<file path="src/sv/rhw_pkg.sv">
// ----------------------------------------------------------------------------
// Road horizon walker package
// Shared widths, request codes, queue item type and default sizes.
// ----------------------------------------------------------------------------
package rhw_pkg;

  localparam int IDX_W  = 13;
  localparam int NODE_W = 12;
  localparam int SEG_W  = 12;
  localparam int DIST_W = 32;
  localparam int CNT_W  = 4;

  localparam int SEGMENT_SLOTS_DEF = 4096;
  localparam int NODE_SLOTS_DEF    = 4096;
  localparam int EDGE_SLOTS_DEF    = 8192;
  localparam int MAX_DEGREE_DEF    = 8;
  localparam int MAX_STEPS_DEF     = 63;

  localparam logic [DIST_W-1:0] LOOKAHEAD_RESET = 32'd200000;

  localparam logic [1:0] REQ_SEGMENT = 2'd0;
  localparam logic [1:0] REQ_NODE    = 2'd1;
  localparam logic [1:0] REQ_EDGE    = 2'd2;
  localparam logic [1:0] REQ_QUERY   = 2'd3;

  typedef struct packed {
    logic [1:0]        req;
    logic [IDX_W-1:0]  idx;
    logic              ok;
    logic [DIST_W-1:0] length;
    logic [31:0]       ident;
    logic [NODE_W-1:0] from_node;
    logic [NODE_W-1:0] to_node;
    logic [IDX_W-1:0]  first_edge;
    logic [CNT_W-1:0]  edge_count;
    logic [SEG_W-1:0]  link_segment;
    logic              fwd;
    logic [DIST_W-1:0] offset;
  } item_t;

endpackage

</file>
<file path="src/sv/rhw_front.sv">
// ----------------------------------------------------------------------------
// Horizon walker front end
// Accepts request beats, checks the index against its table, queues them.
// ----------------------------------------------------------------------------
module rhw_front #(
  parameter int SEGMENT_SLOTS = rhw_pkg::SEGMENT_SLOTS_DEF,
  parameter int NODE_SLOTS    = rhw_pkg::NODE_SLOTS_DEF,
  parameter int EDGE_SLOTS    = rhw_pkg::EDGE_SLOTS_DEF
) (
  input  logic                        clk,
  input  logic                        rst,
  input  logic                        start,
  input  logic [1:0]                  req_type,
  input  logic [rhw_pkg::IDX_W-1:0]   entry_index,
  input  logic [rhw_pkg::DIST_W-1:0]  length_cm,
  input  logic [31:0]                 ident,
  input  logic [rhw_pkg::NODE_W-1:0]  from_node,
  input  logic [rhw_pkg::NODE_W-1:0]  to_node,
  input  logic [rhw_pkg::IDX_W-1:0]   first_edge,
  input  logic [rhw_pkg::CNT_W-1:0]   edge_count,
  input  logic [rhw_pkg::SEG_W-1:0]   link_segment,
  input  logic                        direction_forward,
  input  logic [rhw_pkg::DIST_W-1:0]  offset_cm,
  output logic                        busy,
  output rhw_pkg::item_t              head,
  output logic                        head_valid,
  input  logic                        pop
);
  import rhw_pkg::*;

  item_t       q [2];
  item_t       in_item;
  logic        wr_ptr;
  logic        rd_ptr;
  logic [1:0]  count;
  logic        push;
  logic [31:0] idx32;
  logic        in_ok;

  assign idx32 = 32'(entry_index);

  always_comb begin
    case (req_type)
      REQ_NODE: in_ok = idx32 < 32'(NODE_SLOTS);
      REQ_EDGE: in_ok = idx32 < 32'(EDGE_SLOTS);
      default:  in_ok = idx32 < 32'(SEGMENT_SLOTS);
    endcase
  end

  always_comb begin
    in_item.req          = req_type;
    in_item.idx          = entry_index;
    in_item.ok           = in_ok;
    in_item.length       = length_cm;
    in_item.ident        = ident;
    in_item.from_node    = from_node;
    in_item.to_node      = to_node;
    in_item.first_edge   = first_edge;
    in_item.edge_count   = edge_count;
    in_item.link_segment = link_segment;
    in_item.fwd          = direction_forward;
    in_item.offset       = offset_cm;
  end

  assign busy       = count == 2'd2;
  assign push       = start && !busy;
  assign head       = q[rd_ptr];
  assign head_valid = count != 2'd0;

  always_ff @(posedge clk) begin
    if (push) begin
      q[wr_ptr] <= in_item;
    end
  end

  always_ff @(posedge clk) begin
    if (rst) begin
      wr_ptr <= 1'b0;
      rd_ptr <= 1'b0;
      count  <= 2'd0;
    end else begin
      if (push) begin
        wr_ptr <= !wr_ptr;
      end
      if (pop) begin
        rd_ptr <= !rd_ptr;
      end
      count <= count + {1'b0, push} - {1'b0, pop};
    end
  end

endmodule

</file>
<file path="config.mk">
export PLATFORM = sky130hd
export DESIGN_NAME = rhw_front
export DESIGN_NICKNAME = d
export VERILOG_FILES = /design/src/sv/rhw_pkg.sv /design/src/sv/rhw_front.sv
export SDC_FILE = /design/constraint.sdc
export NUM_CORES = 1
export LEC_CHECK = 0
export BUFFER_PORTS_ARGS = -buffer_cell sky130_fd_sc_hd__clkbuf_2
export CAP_MARGIN = 20
export CORE_ASPECT_RATIO = 0.75
export CORE_MARGIN = 2
export CORE_UTILIZATION = 35
export CTS_CLUSTER_SIZE = 28
export DETAILED_ROUTE_END_ITERATION = 16
export PLACE_DENSITY = 0.57
export SETUP_SLACK_MARGIN = 0.02
export SYNTH_ARGS = -nofsm -noshare
export SYNTH_HDL_FRONTEND = slang
export SYNTH_SLANG_ARGS = --single-unit
</file>
<file path="constraint.sdc">
create_clock -name clk -period 7.6 [get_ports clk]
set_input_delay 1.52 -clock clk [delete_from_list [all_inputs] [get_ports clk]]
set_output_delay 1.52 -clock clk [all_outputs]
set_load 0.1 [all_outputs]
</file>
# Word level (Yosys, flattened, before mapping)
# Memory sizes are Yosys's and may differ from the RTL's. A register that Yosys moved wholly into a read port is not among the register bits.
# Index checks and enable logic that the tools add are counted.
[totals]
reg_bits = 4
ramBits = 332
memories = 1
in_bits = 169
out_inout_bits = 168
word_cells = 20
[classes]
addsub = 2
eq_ne = 2
reduce_logical = 5
n_mux = 5
magnitude_cmp = 2
[memory_table]
columns = ["name", "depth", "word_bits", "read_ports", "rd_clocked_by_memory_dff", "wr", "line", "source"]
rows = [
  ["q", 2, 166, 1, 1, 1, "rhw_front.sv:31", "item_t q [2];"],
]
[ops]
columns = ["operator", "n"]
rows = [
  ["< comparator 13 x 14 -> 1 bit, second input constant", 1],
  ["< comparator 13 bit, second input constant", 1],
  ["two-way mux 1 bit", 5],
  ["equality test 2 bit, second input constant", 2],
  ["logical NOT 1 bit", 3],
  ["adder 2 x 1 -> 2 bit", 1],
  ["nonzero test 2 bit", 1],
  ["subtractor 2 x 1 -> 2 bit", 1],
  ["logical AND 1 bit", 1],
]

# Logic depth before layout (Yosys ltp)
[logic_depth]
word_depth = 5
mapped_depth = 8
mapped_depth_nobuf = 8

# Least setup slack after synthesis
# No wires, ideal clock.
[synth_path]
path_kind = "input-to-reg"
startpoint = "input start"
endpoint = "memory q[1][0] in the netlist's numbering, enable pin"
path_buffers = 0
t_required_ns = 7.053
t_arrival_ns = 5.373
slack_ns = 1.680
setup_time_ns = 0.547
cell_stages = 1
cell_sequence = "and3_1"
[synth_via]
elab_chain_len = 3
[synth_rtl]
columns = ["item", "line", "source"]
rows = [
  ["start, declared", "rhw_front.sv:12", "input logic start,"],
  ["logical AND 1 bit", "rhw_front.sv:66", "assign push = start && !busy;"],
  ["two-way mux 1 bit", "rhw_front.sv:71", "if (push) begin"],
  ["two-way mux 1 bit (implied by the code)", "rhw_front.sv:72", "q[wr_ptr] <= in_item;"],
  ["end, declared", "rhw_front.sv:31", ""],
]
# Every way passes these cells.

==> impl_metrics.py <==
metrics = {
    "outcome": {
        "outcome": "complete, no violations",
    },
    "setup_path": {
        "path_cells": "buf_4 -> buf_4 -> mux2_2 -> clkbuf_2",
        "start_kind": "flop",
        "cp_top_family": "buffers and inverters",
        "critPathArrivalTime_ns": 2.94,
        "worst_ep_required_time_ns": 6.08,
        "path_common_cell": "buf_4",
        "cp_max_fo": 44,
        "worst-path-buf-inv": 3,
        "cpPeakStageDelay_ns": 0.60,
        "cp_slowest_cell": "buf_4",
        "end_kind": "output pin",
        "crit_type": "flop to output pin",
    },
    "yosys": {
        "synth_top_area_frac": 0.813,
        "synth_nets": 715,
        "synth-edff-count": 332,
        "seq_area_frac_synth": 0.822,
        "synth_cells": 544,
        "synth_cell_types": 21,
        "syn_avg_cell_area_sq_um": 22.5,
        "synth-seq-cells": 337,
        "synth_async_sr_flop_share": 0,
        "ys.warnings.count": 0,
        "ys.flop_type": "edfxtp_1",
        "synthesis.area_sq_um": 12300,
        "synth_area_leaders": "edfxtp_1, mux2_2, buf_6",
        "yosysTopAreaCell": "edfxtp_1",
    },
    "place": {
        "post-dp-hpwl_microns": 16000,
        "placed_area_sq_um": 14400,
        "portBuffers": 336,
        "gp_congestion": 0.748,
        "place_ws_ns": 3.61,
        "place_inst": 1325,
    },
    "final_layout": {
        "syn_to_final_growth_pct": 25.9,
        "fin_nets": 1075,
        "num_antenna_cells": 0,
        "drive_above_1_share": 0.596,
        "nFillCells": 3083,
        "design_area_sq_um": 15400,
        "layout.cells.non_filler": 1383,
        "fin_util": 0.446,
    },
    "global_route": {
        "antenna_found_initial": 0,
        "grt_pass1_wl_microns": 36500,
        "overflow": 0,
        "gr-usage-all-layers": 0.130,
        "grt_max_degree": 103,
        "first_global_vias": 6348,
    },
    "sta": {
        "finalCritPeriodShare": 0.587,
        "timing.hold.ws_ns": 0.492,
        "skew_ns": 0.0114,
        "drv_slew": 0,
        "setup_ws_ns": 3.14,
        "rsz0062_at_grt": "no",
        "fmax_mhz": 224,
        "post-route-min-period_ns": 4.46,
        "setup_viol": 0,
        "tns_ns": 0,
        "worstMarginPinSlew_ns": 0.988,
        "relSlewSlack": 0.342,
        "hold_viol": 0,
    },
    "clock_network": {
        "cts.repair.resized": 0,
        "clock-sinks": 337,
        "cts-root-buf": "clkbuf_16",
        "postCtsHoldBufs": 0,
        "clkLatencyLatePin_ns": 0.50,
        "cts_setup_buffers": 0,
        "cts_max_path_buffers": 3,
        "cts_tree": "built",
        "numCtsBuffers": 34,
        "clk_pin_slew_ns": 0.06,
        "cts-htree-levels": 2,
    },
    "die": {
        "dieHeight_microns": 166,
        "rows": 59,
        "ios": 337,
        "initial_utilization": 0.354,
        "fp.coreArea_sq_um": 34600,
        "fp.dieArea_sq_um": 36500,
        "die_w_microns": 220,
    },
    "routing": {
        "vias": 6163,
        "drtAntennaViolNets": 0,
        "firstDrtPassIters": 6,
        "wl_per_cell_microns": 17.5,
        "drt_iter0_markers": 306,
        "route.detailed.drc": 0,
        "vias_per_cell": 4.46,
        "routed_wl_microns": 24200,
    },
    "run": {
        "drv_cap": 0,
    },
    "pwr": {
        "total_power_mw": 5.30,
        "powerDensity_nw_per_um2": 344,
        "p_leak_nw": 5.77,
        "ir_drop_v": 0.000202,
    },
    "hold_path": {
        "hold_class": "flop to flop",
    },
}
[path summary, 6_finish.rpt]
check / start / endpoint / slack, ns / cells after the start
hold / removal: wr_ptr$_SDFFE_PP0P_ / wr_ptr$_SDFFE_PP0P_ / 0.49 / 2
setup / recovery: flop / head[109] / 3.14 / 4
setup reg to reg: count[0]$_SDFF_PP0_ / q[0][11]$_DFFE_PP_ / 5.02 / 5
hold reg to reg: wr_ptr$_SDFFE_PP0P_ / wr_ptr$_SDFFE_PP0P_ / 0.49 / 2
[layout by cell type, fill, tap and decap left out, types with 2 or more instances in the layout]
cell type  count
buf_4          5
mux2_2       166
o21ai_0        2
clkbuf_2     336
dfxtp_1        4
clkbuf_1       6
clkbuf_16     37
clkinv_2       2
edfxtp_1     332
ha_1           2
inv_1          4
clkinv_1      12
nor2_1         3
[power by group]
group          total (mW)  switching [mW]  leakage (nW)  internal, mW
registers            2.29          0.0394          3.13          2.25
clock network        1.55           0.638         0.504         0.910
logic                1.47            1.22          2.13         0.242
[layout make-up]
type / instances / area [sq um] / area share
well taps: 457 / 572 / 0.0371
clock inverters: 15 / 85.1 / 0.00551
repair buffers: 342 / 1740 / 0.113
inverters: 5 / 23.8 / 0.00154
clock buffers: 43 / 948 / 0.0615
multi-input cells: 184 / 1990 / 0.129
flip-flops and latches: 337 / 10100 / 0.653
[cells by family (layout without fill, tap and decap cells)]
| kind of cell | count (synthesis) | in the layout | synth area share |
|---|---|---|---|
| multiplexers | 166 | 166 | 0.153 |
| flip-flops | 337 | 337 | 0.822 |
| buffers and inverters | 23 | 405 | 0.0164 |
| adder cells (fa/ha/maj) | 2 | 2 | 0.00204 |
| AO/OA/AOI/OAI | 3 | 3 | 0.00122 |
| AND/OR/NAND/NOR | 11 | 11 | 0.00470 |
| XOR/XNOR | 2 | 2 | 0.00143 |
[sequential cells by signal (all words and copies together), names as in the netlist, named ones only]
register and count:
count 2, wr_ptr 1, q 332, rd_ptr 1
[synthesized netlist by cell type (all sizes together) (2+ instances only)]
master / number
o21ai: 2
buf: 18
inv: 5
nor2: 3
ha: 2
mux2: 166
edfxtp: 332
dfxtp: 5
[worst min-delay path, cell delays in order, from the launching register on]
cell     delay (ns)
dfxtp_1        0.32
o21ai_0        0.07
a21oi_1        0.06
[metal layers]
metal | global-route usage | part of all wire | up-vias | wire length (microns)
li1 | - | - | 2886 | -
met1 | 0.168 | 0.43 | 3049 | 10300
met2 | 0.205 | 0.47 | 198 | 11300
met3 | 0.0487 | 0.090 | 30 | 2180
met4 | 0.0356 | 0.016 | 0 | 393
met5 | 0 | 0 | - | 0
No activity file was read; power rests on OpenSTA's default activity.
